`src/design/cau_pkg.sv`:
```
// Shared types, operation codes and saturation helpers of the complex arithmetic unit.
package cau_pkg;

    localparam int DATA_W      = 32;
    localparam int FRAC_W      = 16;
    localparam int QUEUE_DEPTH = 4;
    localparam int QPTR_W      = 2;
    localparam int PROD_W      = 2 * DATA_W;
    localparam int NUM_W       = PROD_W + FRAC_W;
    localparam int DIV_STEPS   = NUM_W;
    localparam int ISQ_STEPS   = DATA_W;

    localparam logic [2:0] MODE_ADD  = 3'd0;
    localparam logic [2:0] MODE_SUB  = 3'd1;
    localparam logic [2:0] MODE_MUL  = 3'd2;
    localparam logic [2:0] MODE_CONJ = 3'd3;
    localparam logic [2:0] MODE_DIV  = 3'd4;
    localparam logic [2:0] MODE_SQRT = 3'd5;

    localparam logic [DATA_W-1:0] VAL_MAX = {1'b0, {(DATA_W-1){1'b1}}};
    localparam logic [DATA_W-1:0] VAL_MIN = {1'b1, {(DATA_W-1){1'b0}}};

    typedef struct packed {
        logic [2:0]               mode;
        logic signed [DATA_W-1:0] a_re;
        logic signed [DATA_W-1:0] a_im;
        logic signed [DATA_W-1:0] b_re;
        logic signed [DATA_W-1:0] b_im;
    } t_in;

    typedef struct packed {
        logic signed [DATA_W-1:0] res_re;
        logic signed [DATA_W-1:0] res_im;
        logic                     div_zero;
        logic                     saturated;
    } t_out;

    typedef struct packed {
        logic long_op;
        t_in  item;
    } t_cmd;

    typedef struct packed {
        logic [DATA_W-1:0] value;
        logic              clamp;
    } t_sat;

    // Clamp a signed value of up to 65 bits to the result range.
    function automatic t_sat sat_signed(input logic signed [PROD_W:0] v);
        t_sat r;
        if (v > $signed({{(PROD_W-DATA_W+2){1'b0}}, VAL_MAX[DATA_W-2:0]})) begin
            r.value = VAL_MAX;
            r.clamp = 1'b1;
        end else if (v < -$signed({{(PROD_W-DATA_W+1){1'b0}}, VAL_MIN})) begin
            r.value = VAL_MIN;
            r.clamp = 1'b1;
        end else begin
            r.value = v[DATA_W-1:0];
            r.clamp = 1'b0;
        end
        return r;
    endfunction

    // Clamp a sign and magnitude pair to the result range.
    function automatic t_sat sat_mag(input logic neg, input logic [NUM_W-1:0] mag);
        t_sat r;
        if (!neg) begin
            if (mag > NUM_W'(VAL_MAX)) begin
                r.value = VAL_MAX;
                r.clamp = 1'b1;
            end else begin
                r.value = mag[DATA_W-1:0];
                r.clamp = 1'b0;
            end
        end else begin
            if (mag > NUM_W'(VAL_MIN)) begin
                r.value = VAL_MIN;
                r.clamp = 1'b1;
            end else begin
                r.value = DATA_W'(0) - mag[DATA_W-1:0];
                r.clamp = 1'b0;
            end
        end
        return r;
    endfunction

endpackage

```
`src/design/cau_front.sv`:
```
// Front end: take command words, tag long operations and push them into the queue.
module cau_front (
    input  logic                     i_clk,
    input  logic                     i_rst_n,
    input  logic                     i_start,
    input  cau_pkg::t_in             i_item,
    input  logic [cau_pkg::QPTR_W:0] i_count,
    output logic                     o_busy,
    output logic                     o_push,
    output cau_pkg::t_cmd            o_cmd
);

    logic          r_valid;
    cau_pkg::t_cmd r_cmd;
    cau_pkg::t_cmd n_cmd;
    logic          w_take;

    // hold off while the queue cannot absorb the word in flight plus one more
    assign o_busy = ((cau_pkg::QPTR_W+2)'(i_count) + (cau_pkg::QPTR_W+2)'(r_valid))
                    >= (cau_pkg::QPTR_W+2)'(cau_pkg::QUEUE_DEPTH);
    assign w_take = i_start && !o_busy;

    always_comb begin
        n_cmd.item    = i_item;
        n_cmd.long_op = (i_item.mode == cau_pkg::MODE_DIV) ||
                        (i_item.mode == cau_pkg::MODE_SQRT);
    end

    always_ff @(posedge i_clk) begin
        if (!i_rst_n) begin
            r_valid <= 1'b0;
        end else begin
            r_valid <= w_take;
        end
        if (w_take) begin
            r_cmd <= n_cmd;
        end
    end

    assign o_push = r_valid;
    assign o_cmd  = r_cmd;

endmodule

```
`config.mk`:
```
export PLATFORM = sky130hd
export DESIGN_NAME = cau_front
export DESIGN_NICKNAME = d
export VERILOG_FILES = /design/src/design/cau_pkg.sv /design/src/design/cau_front.sv
export SDC_FILE = /design/constraint.sdc
export NUM_CORES = 1
export LEC_CHECK = 0
export BUFFER_PORTS_ARGS = -buffer_cell sky130_fd_sc_hd__buf_2
export CORE_ASPECT_RATIO = 0.6
export CORE_MARGIN = 5
export CORE_UTILIZATION = 44
export CTS_CLUSTER_DIAMETER = 120
export DETAILED_ROUTE_END_ITERATION = 8
export HOLD_SLACK_MARGIN = 0.15
export PLACE_DENSITY = 0.87
export SLEW_MARGIN = 20
export SYNTH_ARGS = -nofsm -noshare
export SYNTH_HDL_FRONTEND = slang
export SYNTH_SLANG_ARGS = --single-unit
```
`constraint.sdc`:
```
create_clock -name i_clk -period 9.49 [get_ports i_clk]
set_input_delay 0.949 -clock i_clk [delete_from_list [all_inputs] [get_ports i_clk]]
set_output_delay 0.949 -clock i_clk [all_outputs]
set_load 0.02 [all_outputs]
```
Word level (Yosys, flattened, before mapping)
Index checks and enable logic that the tools add are counted.

operators by class
  add/sub/neg operators = 1
  $mul = 0
  divide/modulo/power cells = 0
  magnitude comparators = 1
  equality and inequality tests = 2
  shift operators = 0
  multiplexer cells = 0
  bitwise gates (word level) = 0
  reduce and logical (&&, ||, !) cells = 3

operators with widths
  kind                  number
  $eq A3 B3 Y1 const B  2
  $add A3 B1 Y4         1
  $ge A4 B3 Y1 const B  1
  $logic_and A1 B1 Y1   1
  $logic_not A1 Y1      1
  $logic_or A1 B1 Y1    1

storage, ports and cells
  register bits = 133
  latch bits = 0
  memory bits (writable) = 0
  ROM bits = 0
  input port bits = 137
  output and inout port bits = 134
  memories = 0

Logic depth before layout (Yosys ltp)
Gate-level depths: netlist (run 1).

  word-level depth = 4
  mapped depth = 2
  depth with buffers taken out = 2

Least setup slack after synthesis (run 1)
OpenSTA, ideal clock, no wires.

  path type = input-to-reg
  start = input port i_count[0] (netlist name)
  end = register r_cmd (netlist bit o_cmd[0]) (enable)
  library setup time = 0.508 ns
  data arrival time = 4.104 ns
  setup slack = 4.878 ns
  stages = 2
  path buffers = 0
  cells stage by stage = nand3_2 -> and3b_1

on the way
  longest elaborated chain between the ends = 4

ends and longest elaborated chain
  item                  line             source
  from (decl)           cau_front.sv:7   input logic [cau_pkg::QPTR_W:0] i_count,
  $add A3 B1 Y4         cau_front.sv:19  assign o_busy = ((cau_pkg::QPTR_W+2)'(i_count) + (cau_pkg::QPTR_W+2)'(r_valid))
  $ge A4 B3 Y1          cau_front.sv:20  >= (cau_pkg::QPTR_W+2)'(cau_pkg::QUEUE_DEPTH);
  $logic_not A1 Y1      cau_front.sv:21  assign w_take = i_start && !o_busy;
  $logic_and A1 B1 Y1   cau_front.sv:21
  net w_take            cau_front.sv:16  logic w_take;
  to (signal assigned)  cau_front.sv:36  r_cmd <= n_cmd;
  to (decl)             cau_front.sv:14  cau_pkg::t_cmd r_cmd;

The timed path passes the listed nets, and every way through them passes these cells.
A chain may end at the register's enable or synchronous reset.

Worst setup path in the final report (run 1)
  start = input port i_count[2] (netlist name)
  end = register r_cmd (netlist bit o_cmd[16]) (enable)

Same word-level chain as after synthesis.

==> flow_summary.yaml, run 1 <==
routing:
  vias_per_cell: 4.449
  wire_per_inst_microns: 17.94
  ant_nets: 0
  drc: 0
  vias: 2478
  wl_mm: 9.991
  drtIter0Drc: 131
  drt-pass1-iter-count: 4
timing:
  slew_violations: 0
  fin_setup_tns_ps: 0
  setup_violations: 0
  maxSlewHeadroom_pct: 37.47
  fin_crit_sh_pct: 29.82
  clock_skew_ps: 5.670
  fin_crit_ps: 2830
  clock.fmax_ghz: 0.3534
  worst_pin_slew_ps: 938.0
  hold_viol: 0
  rsz0062_at_grt: "false"
cts:
  postCtsHoldBufs: 0
  clock_sinks: 133
  cts_setup_buffers: 0
  numCtsBuffers: 17
  cts_max_path_buffers: 2
  worst_skew_pair.late_latency_ps: 400
  cts_resized: 0
  cts_tree: "built"
  clkTransAtPathRegs_ps: 60
  root_buffer: "clkbuf_16"
  cts_max_level: 4
setup_path:
  crit_required_ps: 9520
  crit_fanout: 69
  endpoint_kind: "flip-flop"
  rrSetupSlack_ps: 7000
  rr_endpoint: "o_cmd[16]"
  crit_path_start: "i_count[2]"
  worstSetupEndpoint: "o_cmd[16]"
  startpoint_type: "input port"
  r2r_start: "o_push"
  critPathArrivalTime_ps: 2860
  criticalPathCategory: "in2reg"
  r2r_cells: 3
grt:
  grt_util_all_layers_pct: 17.94
  first_global_vias: 2666
  grt_max_degree: 70
  antenna_found_initial: 0
  grt_pass1_wl_mm: 14.79
  grt_overflow: 0
finish:
  fin_nets: 565
  syn2layout_area_growth_pct: 52.47
  drive_above_1_share_pct: 69.16
  stdcell_count: 557
  n_antenna_cell: 0
  fillCellCount: 632
run_status:
  outcome: "complete, no violations"
logic_synthesis:
  ys_async_sr_fraction_pct: 0
  yosysUniqueCellTypes: 7
  yosys_warnings: 0
  syn_nets: 275
  yosysMostFrequentCell: "edfxtp_1"
  ys.flop_type: "edfxtp_1"
  yosys.area.top_type_share_pct: 98.48
  syn_inst: 138
  synth_edf_count: 132
  yosysTopAreaCell: "edfxtp_1"
  netlist_area_sq_um: 4025
  synth_seq_cells: 133
  synth_area_leaders: "edfxtp_1 98%, dfxtp_1 0.50%, and4b_1 0.25%, nand3_2 0.25%, and3b_1 0.22%"
  ys_seq_area_share_pct: 98.97
  avgSynthCellArea_sq_um: 29.17
power:
  power.share.combinational_pct: 6.6
  clkPwrFrac_pct: 45.8
  p_leak_uw: 0.002617
  pwr-share-seq_pct: 47.6
  switchingPower_uw: 305.6
  internal_power_uw: 1127
  power.density_nw_per_um2: 233.3
  ir_drop_mv: 0.1648
  switching_share_pct: 21.34
floorplanning:
  start_util_pct: 44.46
  rows: 27
  fp.coreArea_sq_um: 9054
  die_w_microns: 133.5
  ios: 271
  dieArea_sq_um: 11220
  die_h_microns: 84.09
place:
  port_buffers: 270
  gp_congestion: 0.7565
  dpl.cell_count: 525
min_path:
  hold_path_class: "reg2reg"
job:
  maxCapViolCount: 0
state kept, by name, indices dropped and copies added, names as in the netlist:
name and flops:
o_push 1, o_cmd 132
critical path: stages:
cell and delay (ps):
buf_2 110, and3b_4 890, buf_4 810
metrics by stage:
step	hold WS [ps]	utilization (%)	power, uW	instance area, sq um	worst slack (ps)
6_report	632.9	67.79	1432	6137	6660
5_1_grt	670.6	67.79	1485	6137	6516
4_1_cts	636.8	67.79	1448	6137	6665
3_5_place_dp	615.5	61.11	790.0	5533	6242
3_3_place_gp	594.4	61.11	786.2	5533	6332
2_1_floorplan	672.3	-	738.3	4025	4878
power groups by stage:
| stage | logic [uW] | clock network [uW] | registers [uW] |
|---|---|---|---|
| floorplan | 9.05 | 0 | 729 |
| global placement | 92.7 | 0 | 693 |
| detailed placement | 95.2 | 0 | 695 |
| CTS | 95.7 | 670 | 683 |
| global route | 101 | 700 | 684 |
| finish | 94.0 | 656 | 682 |
how the worst min path moves through the flow:
stage / start / end / slack (ps) / cells past startpoint
global placement: o_push / o_push / 590 / 2
finish: o_push / o_push / 630 / 2
floorplan: o_push / o_push / 670 / 2
global route: o_push / o_push / 670 / 2
CTS: o_push / o_push / 640 / 2
detailed placement: o_push / o_push / 620 / 2
kinds of logic after synthesis:
logic type	share of synthesized area, %
flops	98.97
simple gates	1.026
routing by layer:
layer | vias to the layer above | wire, microns | GRT usage, % | share of wire [%]
met5 | - | 0 | 0 | 0
met4 | 0 | 146 | 7.843 | 1.5
met3 | 12 | 1200 | 8.795 | 12
met2 | 136 | 5365 | 32.09 | 54
met1 | 1181 | 3279 | 17.59 | 33
li1 | 1149 | - | - | -
cell usage in the layout, fill, tap and decap left out, drive strengths merged:
cell type | Yosys | final
clkbuf | 0 | 17
clkinvlp | 0 | 4
nand3 | 1 | 1
edfxtp | 132 | 132
and3b | 1 | 1
buf | 0 | 271
clkinv | 0 | 5
nand2b | 1 | 1
and4b | 1 | 1
bufinv | 0 | 3
dfxtp | 1 | 1
nor2b | 1 | 1
inv | 0 | 3
area by class of cell:
| cell class | instances | area [sq um] | share of cell area [%] |
|---|---|---|---|
| clock inverters | 15 | 178.9 | 2.915 |
| well taps | 116 | 145.1 | 2.365 |
| multi-input cells | 5 | 45.04 | 0.7339 |
| clock buffers | 17 | 425.4 | 6.932 |
| flip-flops and latches | 133 | 3984 | 64.91 |
| repair buffers | 271 | 1359 | 22.14 |
(Power assumes the default switching activity.)
==> run 2: changes to the inputs <==
--- a/config.mk
+++ b/config.mk
@@ -8,11 +8,11 @@
 export BUFFER_PORTS_ARGS = -buffer_cell sky130_fd_sc_hd__buf_2
 export CORE_ASPECT_RATIO = 0.6
 export CORE_MARGIN = 5
-export CORE_UTILIZATION = 44
+export CORE_UTILIZATION = 41
 export CTS_CLUSTER_DIAMETER = 120
 export DETAILED_ROUTE_END_ITERATION = 8
 export HOLD_SLACK_MARGIN = 0.15
-export PLACE_DENSITY = 0.87
+export PLACE_DENSITY = 0.82
 export SLEW_MARGIN = 20
 export SYNTH_ARGS = -nofsm -noshare
 export SYNTH_HDL_FRONTEND = slang
==> constraint.sdc (replaced) <==
create_clock -name i_clk -period 2.9 [get_ports i_clk]
set_input_delay 0.29 -clock i_clk [delete_from_list [all_inputs] [get_ports i_clk]]
set_output_delay 0.29 -clock i_clk [all_outputs]
set_load 0.02 [all_outputs]
==> flow_summary.yaml, run 2 <==
run_status:
  stop_error: "[ERROR RSZ-0060] Max buffer count reached."
  outcome: "aborted with a tool error"
  failed_stage: "4_1_cts"
logic_synthesis:
  ys.flop_type: "edfxtp_1"
  ys_seq_area_share_pct: 98.97
  yosys_warnings: 0
  synth_seq_cells: 133
  synth_area_leaders: "edfxtp_1 98%, dfxtp_1 0.50%, and4b_1 0.25%, nand3_2 0.25%, and3b_1 0.22%"
  yosysUniqueCellTypes: 7
  netlist_area_sq_um: 4025
  avgSynthCellArea_sq_um: 29.17
  syn_nets: 275
  yosysTopAreaCell: "edfxtp_1"
  yosys.area.top_type_share_pct: 98.48
  syn_inst: 138
  synth_edf_count: 132
  yosysMostFrequentCell: "edfxtp_1"
  ys_async_sr_fraction_pct: 0
place:
  pre_cts_ws_ps: 1258
  dpl.cell_count: 544
  port_buffers: 270
  gp_congestion: 0.6991
floorplanning:
  start_util_pct: 41.48
  ios: 271
  die_w_microns: 137.9
  die_h_microns: 86.75
  rows: 28
cts:
  postCtsHoldBufs: 116
  root_buffer: "clkbuf_16"
  cts_max_level: 4
  numCtsBuffers: 17
  cts_resized: 0
  cts_max_path_buffers: 2
  cts_setup_buffers: 0
  clock_sinks: 133
[run 2: cell counts after synthesis]
No cell type changed its count.
[run 2: kinds of logic after synthesis]
family	count (synthesis)	synth area share (%)
flops	133	98.97
simple gates	5	1.026
[run 2: per-stage QoR]
step | hold WS, ps | cell area (sq um)
floorplan | 388.9 | 4026
global placement | 466.3 | 5569
detailed placement | 468.1 | 5569
==> run 3: changes to the inputs <==
--- a/config.mk
+++ b/config.mk
@@ -6,13 +6,10 @@
 export NUM_CORES = 1
 export LEC_CHECK = 0
 export BUFFER_PORTS_ARGS = -buffer_cell sky130_fd_sc_hd__buf_2
-export CORE_ASPECT_RATIO = 0.6
 export CORE_MARGIN = 5
-export CORE_UTILIZATION = 41
-export CTS_CLUSTER_DIAMETER = 120
+export CORE_UTILIZATION = 30
 export DETAILED_ROUTE_END_ITERATION = 8
-export HOLD_SLACK_MARGIN = 0.15
-export PLACE_DENSITY = 0.82
+export PLACE_DENSITY_LB_ADDON = 0.15
 export SLEW_MARGIN = 20
 export SYNTH_ARGS = -nofsm -noshare
 export SYNTH_HDL_FRONTEND = slang
==> flow_summary.yaml, run 3 (synthesized netlist as in run 1, its figures left out) <==
job:
  maxCapViolCount: 0
routing:
  ant_nets: 0
  vias_per_cell: 4.034
  vias: 2489
  drtIter0Drc: 133
  wl_mm: 9.870
  wire_per_inst_microns: 16.00
  drc: 0
  drt-pass1-iter-count: 4
cts:
  cts_max_path_buffers: 2
  cts_tree: "built"
  clkTransAtPathRegs_ps: 50
  cts_resized: 0
  numCtsBuffers: 17
  root_buffer: "clkbuf_16"
  worst_skew_pair.late_latency_ps: 400
  clock_sinks: 133
  postCtsHoldBufs: 0
  cts_max_level: 4
  cts_setup_buffers: 0
grt:
  first_global_vias: 2720
  grt_overflow: 0
  antenna_found_initial: 0
  grt_pass1_wl_mm: 14.63
  grt_util_all_layers_pct: 12.43
  grt_max_degree: 133
finish:
  mostFrequentLayoutCells: "270 x buf_2, 132 x edfxtp_1, 17 x clkbuf_16, 5 x clkbuf_1"
  largest_reg_flops: 132
  fin_nets: 565
  syn2layout_area_growth_pct: 53.93
  final_common_cell: "buf_2"
  stdcell_count: 617
  drive_above_1_share_pct: 67.80
  n_antenna_cell: 0
timing:
  hold_viol: 0
  maxSlewHeadroom_pct: 55.40
  fin_ws_ps: 1338
  slew_violations: 0
  fin_crit_ps: 1562
  clock_skew_ps: 6.847
  worst_pin_slew_ps: 669.0
  clock.fmax_ghz: 0.6402
  rsz0062_at_grt: "false"
  fin_setup_tns_ps: 0
  fin_crit_sh_pct: 53.86
  setup_violations: 0
floorplanning:
  start_util_pct: 30.52
  ios: 271
  die_w_microns: 125.8
  fp.coreArea_sq_um: 13190
  die_h_microns: 125.8
  dieArea_sq_um: 15830
  rows: 42
power:
  power.density_nw_per_um2: 743.1
  ir_drop_mv: 0.3588
  p_leak_uw: 0.002607
  clkPwrFrac_pct: 44.8
  pwr-share-seq_pct: 48.5
  switchingPower_uw: 929.0
  switching_share_pct: 20.18
  power.total_uw: 4604
  internal_power_uw: 3675
  power.share.combinational_pct: 6.7
place:
  gp_congestion: 0.7781
  port_buffers: 270
  dpl.cell_count: 585
  pre_cts_ws_ps: 1248
setup_path:
  slowest_delay_ps: 500
  crit_fanout: 132
  startpoint_type: "flip-flop"
  criticalPathCategory: "reg2reg"
  endpoint_kind: "flip-flop"
  critPathArrivalTime_ps: 1590
  worstPathCellList: "nand3_2 -> and3b_4 -> buf_12"
  crit_required_ps: 2930
  cp_slowest_cell: "buf_12"
min_path:
  hold_path_class: "in2reg"
run_status:
  outcome: "complete, no violations"
## run 3: routing by layer
metal / GRT usage [%] / vias up / wire [microns]
li1: - / 1147 / -
met5: 0 / - / 0
met3: 9.738 / 14 / 1772
met1: 12.65 / 1123 / 3523
met2: 18.63 / 205 / 4405
met4: 6.057 / 0 / 169
## run 3: power by group through the flow
stage | clock network [uW] | registers (uW) | logic [uW]
final | 2060 | 2230 | 309
after global routing | 2210 | 2240 | 334
after CTS | 2120 | 2230 | 316
after detailed placement | 0 | 2270 | 317
after global placement | 0 | 2270 | 313
after floorplan | 0 | 2380 | 29.9
## run 3: through the flow
step / hold WS (ps) / utilization (%) / instance area, sq um
after floorplan: 388.9 / - / 4026
after CTS: 32.01 / 46.97 / 6196
after detailed placement: 468.2 / 42.61 / 5620
after global placement: 466.6 / 42.61 / 5620
after global routing: 30.34 / 46.97 / 6196
final: 57.18 / 46.97 / 6196
## run 3: path summary, 6_finish.rpt
check                                start         to  slack, ps  cells after the start
worst max register to register      o_push  o_cmd[59]       1340                      3
worst max-delay path                o_push  o_cmd[59]       1340                      3
worst min register to register      o_push     o_push        640                      2
worst min-delay path            i_item[25]  o_cmd[25]         60                      1
## run 3: worst max-delay path, delay by kind of cell (launching register included)
family / cells / cell delay [ps]
and+or+nand+nor: 2 / 300
buffers and inverters: 1 / 500
DFF: 1 / 320
## run 3: area by class of cell
type | count | area [sq um]
clock buffers | 22 | 444.2
clock inverters | 10 | 131.4
fillers | 1167 | 6994
multi-input cells | 5 | 45.04
flip-flops and latches | 133 | 3984
well taps | 176 | 220.2
repair buffers | 271 | 1371
==> run 4: changes to the inputs <==
==> constraint.sdc (replaced) <==
create_clock -name i_clk -period 1.4 [get_ports i_clk]
set_input_delay 0.14 -clock i_clk [delete_from_list [all_inputs] [get_ports i_clk]]
set_output_delay 0.14 -clock i_clk [all_outputs]
set_load 0.02 [all_outputs]
==> flow_summary.yaml, run 4 <==
run_status:
  stop_error: "[ERROR RSZ-0060] Max buffer count reached."
  failed_stage: "4_1_cts"
  outcome: "aborted with a tool error"
logic_synthesis:
  syn_nets: 275
  avgSynthCellArea_sq_um: 29.17
  yosysTopAreaCell: "edfxtp_1"
  synth_area_leaders: "edfxtp_1 98%, dfxtp_1 0.50%, and4b_1 0.25%, nand3_2 0.25%, and3b_1 0.22%"
  synth_seq_cells: 133
  syn_inst: 138
  yosysUniqueCellTypes: 7
  yosys.area.top_type_share_pct: 98.48
  yosys_warnings: 0
  yosysMostFrequentCell: "edfxtp_1"
  ys_seq_area_share_pct: 98.97
  netlist_area_sq_um: 4025
  ys.flop_type: "edfxtp_1"
  synth_edf_count: 132
  ys_async_sr_fraction_pct: 0
floorplanning:
  ios: 271
  die_w_microns: 125.8
  die_h_microns: 125.8
  start_util_pct: 30.52
  rows: 42
cts:
  numCtsBuffers: 17
  root_buffer: "clkbuf_16"
  cts_max_level: 4
  postCtsHoldBufs: 124
  cts_max_path_buffers: 2
  cts_resized: 0
  cts_setup_buffers: 0
  clock_sinks: 133
place:
  hpwlAfterDp_mm: 8.019
  pre_cts_ws_ps: 79.65
  port_buffers: 270
  gp_congestion: 0.8128
  dpl.cell_count: 589
run 4: cell families after synthesis:
group / Yosys count / share of synthesized area (%)
DFF: 133 / 98.97
and+or+nand+nor: 5 / 1.026
run 4: metrics by stage:
stage	hold WS (ps)	area (sq um)
global placement	316.1	5667
detailed placement	318.1	5667
floorplan	238.9	4033
