### config.mk
export PLATFORM = sky130hd
export DESIGN_NAME = cau_queue
export DESIGN_NICKNAME = d
export VERILOG_FILES = /design/src/design/cau_pkg.sv /design/src/design/cau_queue.sv
export SDC_FILE = /design/constraint.sdc
export NUM_CORES = 1
export LEC_CHECK = 0
export BUFFER_PORTS_ARGS = -buffer_cell sky130_fd_sc_hd__buf_2
export CORE_ASPECT_RATIO = 0.7
export CORE_MARGIN = 1.5
export CORE_UTILIZATION = 27
export DETAILED_ROUTE_END_ITERATION = 8
export PLACE_DENSITY = 0.52
export RECOVER_POWER = 25
export REMOVE_ABC_BUFFERS = 1
export SETUP_SLACK_MARGIN = 0.3
export SKIP_LAST_GASP = 1
export SLEW_MARGIN = 10
export SYNTH_ARGS = -nofsm -noshare
export SYNTH_HDL_FRONTEND = slang
export SYNTH_SLANG_ARGS = --single-unit
### constraint.sdc
create_clock -name i_clk -period 4.75 [get_ports i_clk]
set_input_delay 0.475 -clock i_clk [delete_from_list [all_inputs] [get_ports i_clk]]
set_output_delay 0.475 -clock i_clk [all_outputs]
set_load 0.01 [all_outputs]
### src/design/cau_pkg.sv
// Shared types, operation codes and saturation helpers of the complex arithmetic unit.
package cau_pkg;

    localparam int DATA_W      = 32;
    localparam int FRAC_W      = 16;
    localparam int QUEUE_DEPTH = 4;
    localparam int QPTR_W      = 2;
    localparam int PROD_W      = 2 * DATA_W;
    localparam int NUM_W       = PROD_W + FRAC_W;
    localparam int DIV_STEPS   = NUM_W;
    localparam int ISQ_STEPS   = DATA_W;

    localparam logic [2:0] MODE_ADD  = 3'd0;
    localparam logic [2:0] MODE_SUB  = 3'd1;
    localparam logic [2:0] MODE_MUL  = 3'd2;
    localparam logic [2:0] MODE_CONJ = 3'd3;
    localparam logic [2:0] MODE_DIV  = 3'd4;
    localparam logic [2:0] MODE_SQRT = 3'd5;

    localparam logic [DATA_W-1:0] VAL_MAX = {1'b0, {(DATA_W-1){1'b1}}};
    localparam logic [DATA_W-1:0] VAL_MIN = {1'b1, {(DATA_W-1){1'b0}}};

    typedef struct packed {
        logic [2:0]               mode;
        logic signed [DATA_W-1:0] a_re;
        logic signed [DATA_W-1:0] a_im;
        logic signed [DATA_W-1:0] b_re;
        logic signed [DATA_W-1:0] b_im;
    } t_in;

    typedef struct packed {
        logic signed [DATA_W-1:0] res_re;
        logic signed [DATA_W-1:0] res_im;
        logic                     div_zero;
        logic                     saturated;
    } t_out;

    typedef struct packed {
        logic long_op;
        t_in  item;
    } t_cmd;

    typedef struct packed {
        logic [DATA_W-1:0] value;
        logic              clamp;
    } t_sat;

    // Clamp a signed value of up to 65 bits to the result range.
    function automatic t_sat sat_signed(input logic signed [PROD_W:0] v);
        t_sat r;
        if (v > $signed({{(PROD_W-DATA_W+2){1'b0}}, VAL_MAX[DATA_W-2:0]})) begin
            r.value = VAL_MAX;
            r.clamp = 1'b1;
        end else if (v < -$signed({{(PROD_W-DATA_W+1){1'b0}}, VAL_MIN})) begin
            r.value = VAL_MIN;
            r.clamp = 1'b1;
        end else begin
            r.value = v[DATA_W-1:0];
            r.clamp = 1'b0;
        end
        return r;
    endfunction

    // Clamp a sign and magnitude pair to the result range.
    function automatic t_sat sat_mag(input logic neg, input logic [NUM_W-1:0] mag);
        t_sat r;
        if (!neg) begin
            if (mag > NUM_W'(VAL_MAX)) begin
                r.value = VAL_MAX;
                r.clamp = 1'b1;
            end else begin
                r.value = mag[DATA_W-1:0];
                r.clamp = 1'b0;
            end
        end else begin
            if (mag > NUM_W'(VAL_MIN)) begin
                r.value = VAL_MIN;
                r.clamp = 1'b1;
            end else begin
                r.value = DATA_W'(0) - mag[DATA_W-1:0];
                r.clamp = 1'b0;
            end
        end
        return r;
    endfunction

endpackage

### src/design/cau_queue.sv
// Short command queue between the front end and the back end.
module cau_queue (
    input  logic                     i_clk,
    input  logic                     i_rst_n,
    input  logic                     i_push,
    input  cau_pkg::t_cmd            i_cmd,
    input  logic                     i_pop,
    output logic                     o_valid,
    output cau_pkg::t_cmd            o_head,
    output logic [cau_pkg::QPTR_W:0] o_count
);

    cau_pkg::t_cmd               r_mem [cau_pkg::QUEUE_DEPTH];
    logic [cau_pkg::QPTR_W-1:0]  r_wr;
    logic [cau_pkg::QPTR_W-1:0]  r_rd;
    logic [cau_pkg::QPTR_W:0]    r_count;

    always_ff @(posedge i_clk) begin
        if (!i_rst_n) begin
            r_wr    <= '0;
            r_rd    <= '0;
            r_count <= '0;
        end else begin
            if (i_push) begin
                r_wr <= r_wr + 1'b1;
            end
            if (i_pop) begin
                r_rd <= r_rd + 1'b1;
            end
            case ({i_push, i_pop})
                2'b10:   r_count <= r_count + 1'b1;
                2'b01:   r_count <= r_count - 1'b1;
                default: r_count <= r_count;
            endcase
        end
    end

    always_ff @(posedge i_clk) begin
        if (i_push) begin
            r_mem[r_wr] <= i_cmd;
        end
    end

    assign o_valid = (r_count != '0);
    assign o_head  = r_mem[r_rd];
    assign o_count = r_count;

endmodule

Word-level counts from Yosys, hierarchy flattened
Memory sizes are Yosys's and may differ from the RTL's. A register that Yosys moved wholly into a read port is not among the register bits.
Cells that the tools add are included.
- equality and inequality tests: 2
- add/subtract/negate cells: 4
- reductions and logical operators: 2
- multiplexer cells: 5
- operators with widths (operator ; number):
    $pmux 3 s2 ; 1
    $add 2x1->2 const B ; 2
    $mux 2 ; 2
    $add 3x1->3 const B ; 1
    $reduce_bool 3->1 ; 1
    $sub 3x1->3 const B ; 1
    $eq 2x1->1 const B ; 1
    $eq 2x2->1 const B ; 1
    $mux 1 ; 2
    $reduce_bool 2->1 ; 1
- RAM bits: 528
- register bits after elaboration: 7
- memories kept: 1
- memory list (memory ; words ; width ; read ports ; clocked after Yosys merged registers in ; wr ports ; line ; text):
    r_mem ; 4 ; 132 ; 1 ; 1 ; 1 ; cau_queue.sv:13 ; cau_pkg::t_cmd r_mem [cau_pkg::QUEUE_DEPTH];

Logic depth before layout (Yosys ltp)
Gate-level depths: netlist (run 1).
- depth after elaboration: 3
- gate-level depth with buffers: 7
- mapped depth without buffers: 7

Least setup slack after synthesis (run 1)
No wires, ideal clock.
- path kind: reg-to-reg
- from: reg r_wr[0] in the netlist's numbering
- to: mem r_mem[0][0] in the netlist's numbering, enable pin
- setup slack: 676 ps
- data required time: 4244 ps
- library setup time: 506 ps
- stages on the path, launching flop included: 4
- data arrival time: 3568 ps
- cells stage by stage: dfxtp_1 > inv_1 > ha_1 > and2_1
- RTL lines (what ; line ; text):
    from (decl) ; cau_queue.sv:14 ; logic [cau_pkg::QPTR_W-1:0] r_wr;
    from (signal assigned) ; cau_queue.sv:25 ; r_wr <= r_wr + 1'b1;
    to (decl) ; cau_queue.sv:13 ;
No word-level cell before the write port.

==> results of run 1 <==
## how the worst max path moves through the flow
| stage | startpoint | cells past startpoint | endpoint | slack [ps] |
|---|---|---|---|---|
| after floorplan | flip-flop | 1 | o_head[0] | -1880 |
| after global placement | flip-flop | 3 | o_head[51] | 2080 |
| final | flip-flop | 3 | o_head[51] | 1580 |
| after global routing | flip-flop | 3 | o_head[51] | 1320 |
| after detailed placement | flip-flop | 3 | o_head[51] | 2090 |
| after CTS | flip-flop | 3 | o_head[51] | 1410 |
## kinds of logic after synthesis
group | after synthesis
mux | 133
fa+ha+maj | 6
compound gates | 3
flops | 537
simple gates | 15
buf+inv | 36
xor+xnor | 5
## area by class of cell
cell class | count | share of cell area
repair buffers | 289 | 0.0617
clock buffers | 67 | 0.0603
clock inverters | 32 | 0.0135
flip-flops and latches | 537 | 0.676
well taps | 966 | 0.0510
multi-input cells | 162 | 0.136
diodes | 3 | 0.000316
inverters | 6 | 0.000949
## per-layer routing
layer	GRT usage	vias to the layer above	wire length (um)
met5	0	-	104
met4	0.0310	16	778
met3	0.0425	73	3280
met2	0.165	227	18200
met1	0.147	4641	17800
li1	-	3811	-
## placed cells by master, fill, tap and decap left out, types with 4 or more instances in the layout
master,count
and2_1,6
and2_4,4
buf_12,6
buf_2,188
buf_4,12
bufinv_16,6
clkbuf_1,94
clkbuf_16,55
clkinv_1,12
clkinv_2,5
clkinvlp_4,7
dfxtp_1,7
edfxtp_1,528
ha_1,5
inv_1,6
mux4_2,132
## through the flow
step | setup TNS (ps) | area [sq um] | setup slack [ps]
floorplan | -247690 | 19300 | -1880
global placement | 0 | 22100 | 2080
detailed placement | 0 | 22100 | 2090
CTS | 0 | 23800 | 1410
global route | 0 | 23700 | 1320
finish | 0 | 23700 | 1580
## worst max-delay path: cells and delay by family, from the launching register on
kind	cells	cell delay, ps
DFF	1	860
muxes	1	610
buffers and inverters	2	610
## state kept, by name, indices dropped and copies added, names as in the netlist, named ones only
name / cells
r_rd: 2
r_wr: 2
o_count: 3
r_mem: 528
## power by group
group / internal (uW) / total (uW) / switching (uW)
logic: 437 / 978 / 541
clock network: 2460 / 4210 / 1760
registers: 5440 / 5510 / 63.2
==> impl_results.md, run 1 <==
- Clk_lat worst skew: 600 ps
- CTS Hold Bufs: 0
- Cell Chain, Critical Path: buf_12 -> mux4_2 -> buf_2
- DR WL/cell: 19.5 um
- Number of global-route vias before repair: 9646
- HP Class: in -> reg
- Crit. End Element: primary output
- Worst setup SP type: flip-flop
- NumNets Final: 1192
- Mapped Cells: 735
- Max incr delay on CP: 860 ps
- Async set or reset register ratio after synthesis: 0
- Final Util: 0.332
- CP required: 4280 ps
- Fillers: 6803
- First-pass GRT wire length: 60200 um
- Slew @ Worst Pin: 903 ps
- CTS resizes: 0
- Die Wd: 324 um
- Final non-filler cell total: 2062
- Hold path cells: 1
- Maximum root-to-sink buffer count: 3
- Root Driver: clkbuf_16
- Buffer count from post-CTS setup fixing: 0
- Worst vdd ir: 0.311 mV
- Tot GR Track Use: 0.110
- Compound-Gate Fraction of Synth Area: 0.000899
- Placed cells: 1960
- Pwr Total: 10700 uW
- Clock sink count: 537
- Register area share after synthesis: 0.823
- PortBufs: 271
- I/O pins: 272
- Die height: 228 um
- Multiplexer share of the synthesized area: 0.153
- Vias per Instance: 4.25
- RSZ-0062 raised after global routing: false
- Initial core utilization: 0.272
- Hold endpoint: r_mem[0][17]
- Worst hold margin: 93.9 ps
- Syn-to-layout area delta: 21.8%
- Adder-Cell Fraction of Synth Area: 0.00424
- Minimum clock period: 3170 ps
- Slew HR: 0.398
- Clock Skew: 23.3 ps
- Final hold violation count: 0
- Drt pass-1 iters: 4
- Most frequent cell after synthesis: edfxtp_1
- Fmax: 316 MHz
- Distinct cell type count after synthesis: 18
- Yosys warns: 0
- Core Footprint: 71500 sq um
- Post-Synth Simple-Gate Area: 0.00456
- GRT overflow: 0
- CTS tree: built
- Highest net fanout along the worst path: 45
- Setup violators final: 0
- Synth top area share: 0.814
- Total CTS buffers: 54
- Ratio of cells with drive above 1 in the final layout: 0.384
- Largest family of logic cells by synthesized area: multiplexers
- Die ar.: 73800 sq um
- PD cells: 451 nW/um^2
- FF-to-FF End: r_mem[1][119]
- Worst r2r src: r_wr[0]
- Drt total wl: 40200 um
- Routability cong.: 0.685
- Main flop type after synthesis: edfxtp_1
- H-tree depth reported by CTS: 2
- Worst-path clk slew: 60 ps
- Synth Area per Inst: 26.5 sq um
- Reg-to-reg slack, setup: 2500 ps
- Maxcap violations: 0
- Post-synth EDFFs: 528
- Row cnt: 82
- Multi-input logic area: 3230 sq um
- Post-synth top area cell: edfxtp_1
- Vias: 8768
- Antenna-violating nets left: 0
- Leakage power: 0.00756 uW
- Mapped cell area: 19500 sq um
- Top cells by area, synth: edfxtp_1 (81%), mux4_2 (15%), dfxtp_1 (0.92%)
- Status: finished, final reports clean
- Post-synthesis xor/xnor area fraction: 0.00225
- WP data arrival: 2690 ps
- Post-DP HPWL: 24100 um
- Kind of critical path: reg -> out
- Slowest-stage cell, CP: dfxtp_4
- Final Cycle Share: 0.667
- DRC errors left: 0
- Hold path start: i_cmd[17]
- Antenna violations before repair: 9
- Most frequent cells after synthesis: edfxtp_1 (528), mux4_2 (132), buf_2 (15)
- Reg area: 16000 sq um
- Largest net degree at the start of global routing: 57
- Reg2Reg Depth: 3
- DRT iter0 DRCs: 503
- #FFs+latches synth: 537
- Fin. max-slew vios: 0
Power figures use the tool's default switching activity.
==> inputs of run 2 (changes only) <==
--- a/config.mk
+++ b/config.mk
@@ -5,6 +5,7 @@
 export SDC_FILE = /design/constraint.sdc
 export NUM_CORES = 1
 export LEC_CHECK = 0
+export ABC_AREA = 1
 export BUFFER_PORTS_ARGS = -buffer_cell sky130_fd_sc_hd__buf_2
 export CORE_ASPECT_RATIO = 0.7
 export CORE_MARGIN = 1.5
==> constraint.sdc (replaced) <==
create_clock -name i_clk -period 3.3 [get_ports i_clk]
set_input_delay 0.33 -clock i_clk [delete_from_list [all_inputs] [get_ports i_clk]]
set_output_delay 0.33 -clock i_clk [all_outputs]
set_load 0.01 [all_outputs]
==> impl_results.md, run 2 <==
- Crit. End Element: primary output
- Mapped Cells: 1332
- Multiplexer share of the synthesized area: 0
- Post-synthesis xor/xnor area fraction: 0
- Final hold violation count: 0
- Initial core utilization: 0.275
- H-tree depth reported by CTS: 2
- Post-DP HPWL: 26700 um
- Fillers: 6926
- Largest family of logic cells by synthesized area: compound AO/OA/AOI/OAI gates
- DR WL/cell: 17.8 um
- Syn-to-layout area delta: 28.3%
- Worst setup SP type: flip-flop
- Most frequent cell after synthesis: edfxtp_1
- Register area share after synthesis: 0.808
- Die height: 230 um
- Most common cell after layout, fill and taps aside: edfxtp_1
- Buffer count from post-CTS setup fixing: 0
- Worst vdd ir: 0.334 mV
- Top cells by area, synth: edfxtp_1 (80%), nor2_1 (5.0%), o22ai_1 (4.2%)
- Slew @ Worst Pin: 711 ps
- Maximum root-to-sink buffer count: 3
- Core Footprint: 72100 sq um
- Drt pass-1 iters: 5
- Clock Skew: 11.4 ps
- HP Class: in -> reg
- Reg-to-reg slack, setup: 1370 ps
- Top layer in use: met5
- Max FFs per register: 528
- #FFs+latches synth: 537
- Clock sink count: 537
- Main flop type after synthesis: edfxtp_1
- Highest net fanout along the worst path: 70
- Die ar.: 75200 sq um
- Worst-path clk slew: 60 ps
- Final WS setup: 485 ps
- Antenna-violating nets left: 0
- Slew HR: 0.526
- Net Sw Power: 3630 uW
- Antenna violations before repair: 2
- RSZ-0062 raised after global routing: false
- Routability cong.: 0.710
- Reg area: 16000 sq um
- Leakage power: 0.00861 uW
- CP required: 2970 ps
- Distinct cell type count after synthesis: 18
- Post-synth top area cell: edfxtp_1
- Sw Ratio: 0.231
- Ratio of cells with drive above 1 in the final layout: 0.173
- Largest register by flop count: r_mem
- I/O pins: 272
- CTS resizes: 0
- Post-synth EDFFs: 528
- DRT iter0 DRCs: 957
- Yosys warns: 0
- Fin. max-slew vios: 0
- Tot GR Track Use: 0.127
- Synth Area per Inst: 14.9 sq um
- PD cells: 615 nW/um^2
- Seq pwr share: 0.502
- Row cnt: 82
- NumNets Final: 1872
- Clock share of power: 0.402
- Mapped cell area: 19900 sq um
- DRC errors left: 0
- Combinational Power Share: 0.096
- Adder-Cell Fraction of Synth Area: 0.00416
- Compound-Gate Fraction of Synth Area: 0.111
- First-pass GRT wire length: 73800 um
- Final Util: 0.353
- Wl on met1: 22200 um
- Clk_lat worst skew: 600 ps
- Internal: 12000 uW
- Fmax: 355 MHz
- Vias per Instance: 4.50
- Setup violators final: 0
- Root Driver: clkbuf_16
- Drt total wl: 48700 um
- Async set or reset register ratio after synthesis: 0
- Die Wd: 327 um
- DR WL met3: 3140 um
- Commonest cells after routing, fill and taps aside: edfxtp_1 (528), nor2_1 (267), buf_2 (194), o21ai_0 (142), dlygate4sd3_1 (133)
- Synth top area share: 0.798
- Status: finished, final reports clean
- Final Cycle Share: 0.853
- Minimum clock period: 2820 ps
- Vias: 12321
- Number of global-route vias before repair: 12380
- Maxcap violations: 0
- Kind of critical path: reg -> out
- Largest net degree at the start of global routing: 129
- Most frequent cells after synthesis: edfxtp_1 (528), nor2_1 (267), o21ai_0 (142)
- Multi-input logic area: 3340 sq um
- GRT overflow: 0
- Total CTS buffers: 55
- Pre-CTS setup slack: 1110 ps
- WP data arrival: 2490 ps
- PortBufs: 271
- Post-Synth Simple-Gate Area: 0.0530
- Met2 routed WL: 22500 um
- CTS tree: built
==> run 2: cell types whose count changed after synthesis, sizes merged, moves of 2 or more <==
cell | previous run | this run
and2 | 10 | 0
inv | 6 | 17
or3 | 2 | 0
clkbuf | 5 | 38
mux4 | 132 | 0
o22ai | 0 | 132
nand2 | 2 | 9
buf | 25 | 48
a21oi | 0 | 5
nand3 | 0 | 2
xnor2 | 2 | 0
nor2 | 0 | 267
xor2 | 3 | 0
o21ai | 2 | 270
==> run 2: power groups by stage <==
stage / Clock (uW) / Combinational, uW / Sequential, uW
global route: 6770 / 1670 / 7890
global placement: 0 / 1400 / 8010
detailed placement: 0 / 1420 / 8010
finish: 6300 / 1510 / 7870
floorplan: 0 / 659 / 8080
CTS: 6520 / 1550 / 7870
==> run 2: cells by family after synthesis <==
logic type | count (synthesis)
buffers and inverters | 103
AOI/OAI and AO/OA | 407
and+or+nand+nor | 279
adders and majority gates | 6
DFF | 537
==> run 2: timing repair <==
| item | 4_1_cts | 5_1_grt |
|---|---|---|
| hold buffers | 133 | 0 |
| endpoints found under the hold margin | 531 | 0 |
| setup endpoints to repair | 0 | 0 |
==> run 2: routing by layer <==
metal  global-route usage  up-vias
met5                    0        -
met4               0.0336        2
met3               0.0323       49
met2                0.203      318
met1                0.172     6094
li1                     -     5858
==> run 2: final timing paths <==
| path | cells after the start | to | startpoint |
|---|---|---|---|
| worst max-delay path | 5 | o_head[29] | flip-flop |
| worst max register to register | 5 | r_mem[2][123] | r_wr[0] |
| worst min register to register | 2 | r_wr[1] | r_wr[1] |
| worst min-delay path | 4 | r_rd[0] | i_pop |
==> run 2: area by class of cell <==
| class | count | area share |
|---|---|---|
| Timing Repair Buffer | 427 | 0.116 |
| Tap cell | 966 | 0.0474 |
| Clock buffer | 66 | 0.0573 |
| Antenna cell | 2 | 0.000196 |
| Sequential cell | 537 | 0.630 |
| Clock inverter | 34 | 0.0142 |
| Inverter | 17 | 0.00368 |
| Multi-Input combinational cell | 692 | 0.131 |
==> run 2: metrics by stage <==
| step | setup TNS [ps] | total power (uW) | instance area, sq um | cells | hold slack (ps) |
|---|---|---|---|---|---|
| final | 0 | 15700 | 25500 | 2741 | 86.5 |
| after global placement | 0 | 9400 | 22400 | 2506 | 510 |
| after global routing | 0 | 16300 | 25500 | 2740 | 82.6 |
| after floorplan | -878400 | 8740 | 19400 | 1246 | 412 |
| after detailed placement | 0 | 9430 | 22400 | 2506 | 519 |
| after CTS | 0 | 15900 | 25600 | 2739 | 38.8 |
==> run 2: worst max-delay path: stages (launching register included) <==
cell     delay [ps]
dfxtp_4         460
inv_8           390
buf_12          330
nor2_1           80
o22ai_1         300
buf_2           200
==> inputs of run 3 (changes only) <==
==> constraint.sdc (replaced) <==
create_clock -name i_clk -period 3.2 [get_ports i_clk]
set_input_delay 0.32 -clock i_clk [delete_from_list [all_inputs] [get_ports i_clk]]
set_output_delay 0.32 -clock i_clk [all_outputs]
set_load 0.01 [all_outputs]
==> impl_results.md, run 3 (synthesis results as in run 2) <==
- Hold path cells: 3
- Antenna violations before repair: 4
- Post-DP HPWL: 27200 um
- WP data arrival: 2450 ps
- Clk_lat worst skew: 600 ps
- Antenna-violating nets left: 0
- Die Wd: 327 um
- Ratio of cells with drive above 1 in the final layout: 0.175
- Root Driver: clkbuf_16
- Vias: 12443
- Worst hold margin: 50.5 ps
- Kind of critical path: reg -> out
- Drt pass-1 iters: 4
- Pwr Total: 15700 uW
- Row cnt: 82
- Tot GR Track Use: 0.128
- CTS tree: built
- I/O pins: 272
- DRT iter0 DRCs: 799
- Die height: 230 um
- Final Util: 0.353
- H-tree depth reported by CTS: 2
- Max FFs per register: 528
- Worst-path clk slew: 60 ps
- Number of global-route vias before repair: 12481
- PD cells: 616 nW/um^2
- Largest net degree at the start of global routing: 135
- Final Cycle Share: 0.865
- Minimum clock period: 2770 ps
- Total CTS buffers: 53
- Routability cong.: 0.735
- Final non-filler cell total: 2757
- Most common cell after layout, fill and taps aside: edfxtp_1
- Reg2Reg Depth: 5
- Placed cells: 2527
- PortBufs: 271
- Setup violators final: 0
- Fillers: 6967
- Core Footprint: 72100 sq um
- Area of placed instances: 22600 sq um
- Leakage power: 0.00861 uW
- Highest net fanout along the worst path: 134
- HP Class: in -> reg
- CP required: 2880 ps
- Drt total wl: 48900 um
- Clock sink count: 537
- DR WL/cell: 17.7 um
- Worst vdd ir: 0.426 mV
- GRT overflow: 0
- Maxcap violations: 0
- NumNets Final: 1891
- RSZ-0062 raised after global routing: true
- Syn-to-layout area delta: 28.3%
- Largest register by flop count: r_mem
- First-pass GRT wire length: 73800 um
- Initial core utilization: 0.275
- Die ar.: 75200 sq um
- Maximum root-to-sink buffer count: 3
- Crit. End Element: primary output
- Clock Skew: 18.5 ps
- Fmax: 361 MHz
- DRC errors left: 0
- Vias per Instance: 4.51
- Worst setup SP type: flip-flop
- Slew HR: 0.481
- Status: finished, final reports clean
- Final Cell Area: 25500 sq um
- Commonest cells after routing, fill and taps aside: edfxtp_1 (528), nor2_1 (267), buf_2 (191), o21ai_0 (142), dlygate4sd3_1 (133)
- Slew @ Worst Pin: 778 ps
- Final hold violation count: 0
- Fin. max-slew vios: 0
run 3: cell count changes in the layout (fill, tap and decap cells not counted), moves of 2 or more:
cell,delta
clkinv_2,-7
buf_6,+3
clkbuf_8,+2
clkbuf_16,-2
clkinvlp_4,+3
buf_2,-3
inv_6,-3
buf_4,+18
bufinv_16,-4
clkbuf_1,+9
run 3: critical path, stage by stage, from the launching register on:
cell     delay (ps)
dfxtp_4         560
buf_12          350
o21ai_0         200
o22ai_1         250
buf_2           180
run 3: report_power, final:
group	switching (uW)	total (uW)	internal, uW
registers	73.7	8110	8040
clock network	2570	6000	3420
logic	1000	1580	578
total	3650	15700	12000
run 3: metal layers:
layer  up-vias  wire length, um  track usage
met5         -               23            0
met2       312            22800        0.208
met4         4              933       0.0363
met1      6153            21900        0.166
met3        73             3260       0.0363
li1       5901                -            -
run 3: layout make-up:
class                      count  area (sq um)  area share
antenna                        2          5.00    0.000196
clock buffer                  72          1460      0.0573
clock inverter                23           195     0.00766
inverter                      17          93.8     0.00368
multi-input combinational    692          3340       0.131
sequential                   537         16000       0.629
tap                          966          1210      0.0474
timing repair buffer         448          3140       0.123
run 3: what timing repair did:
action	4_1_cts	5_1_grt
endpoints found under the setup margin	2	15
resized for setup	2	3
hold buffers	133	0
buffers inserted	0	0
gates cloned	0	0
hold endpoints to repair	533	0
run 3: path summary, 6_finish.rpt:
kind | to | slack, ps | from
worst max-delay path | o_head[32] | 430 | flip-flop
worst min-delay path | r_rd[0] | 50 | i_pop
worst max register to register | r_mem[2][64] | 1280 | r_wr[0]
worst min register to register | flip-flop | 470 | r_rd[1]
run 3: per-stage QoR:
step                worst slack, ps  TNS [ps]
floorplan                     -5650   -943080
global placement                763         0
detailed placement              769         0
CTS                             352         0
global route                    250         0
finish                          433         0
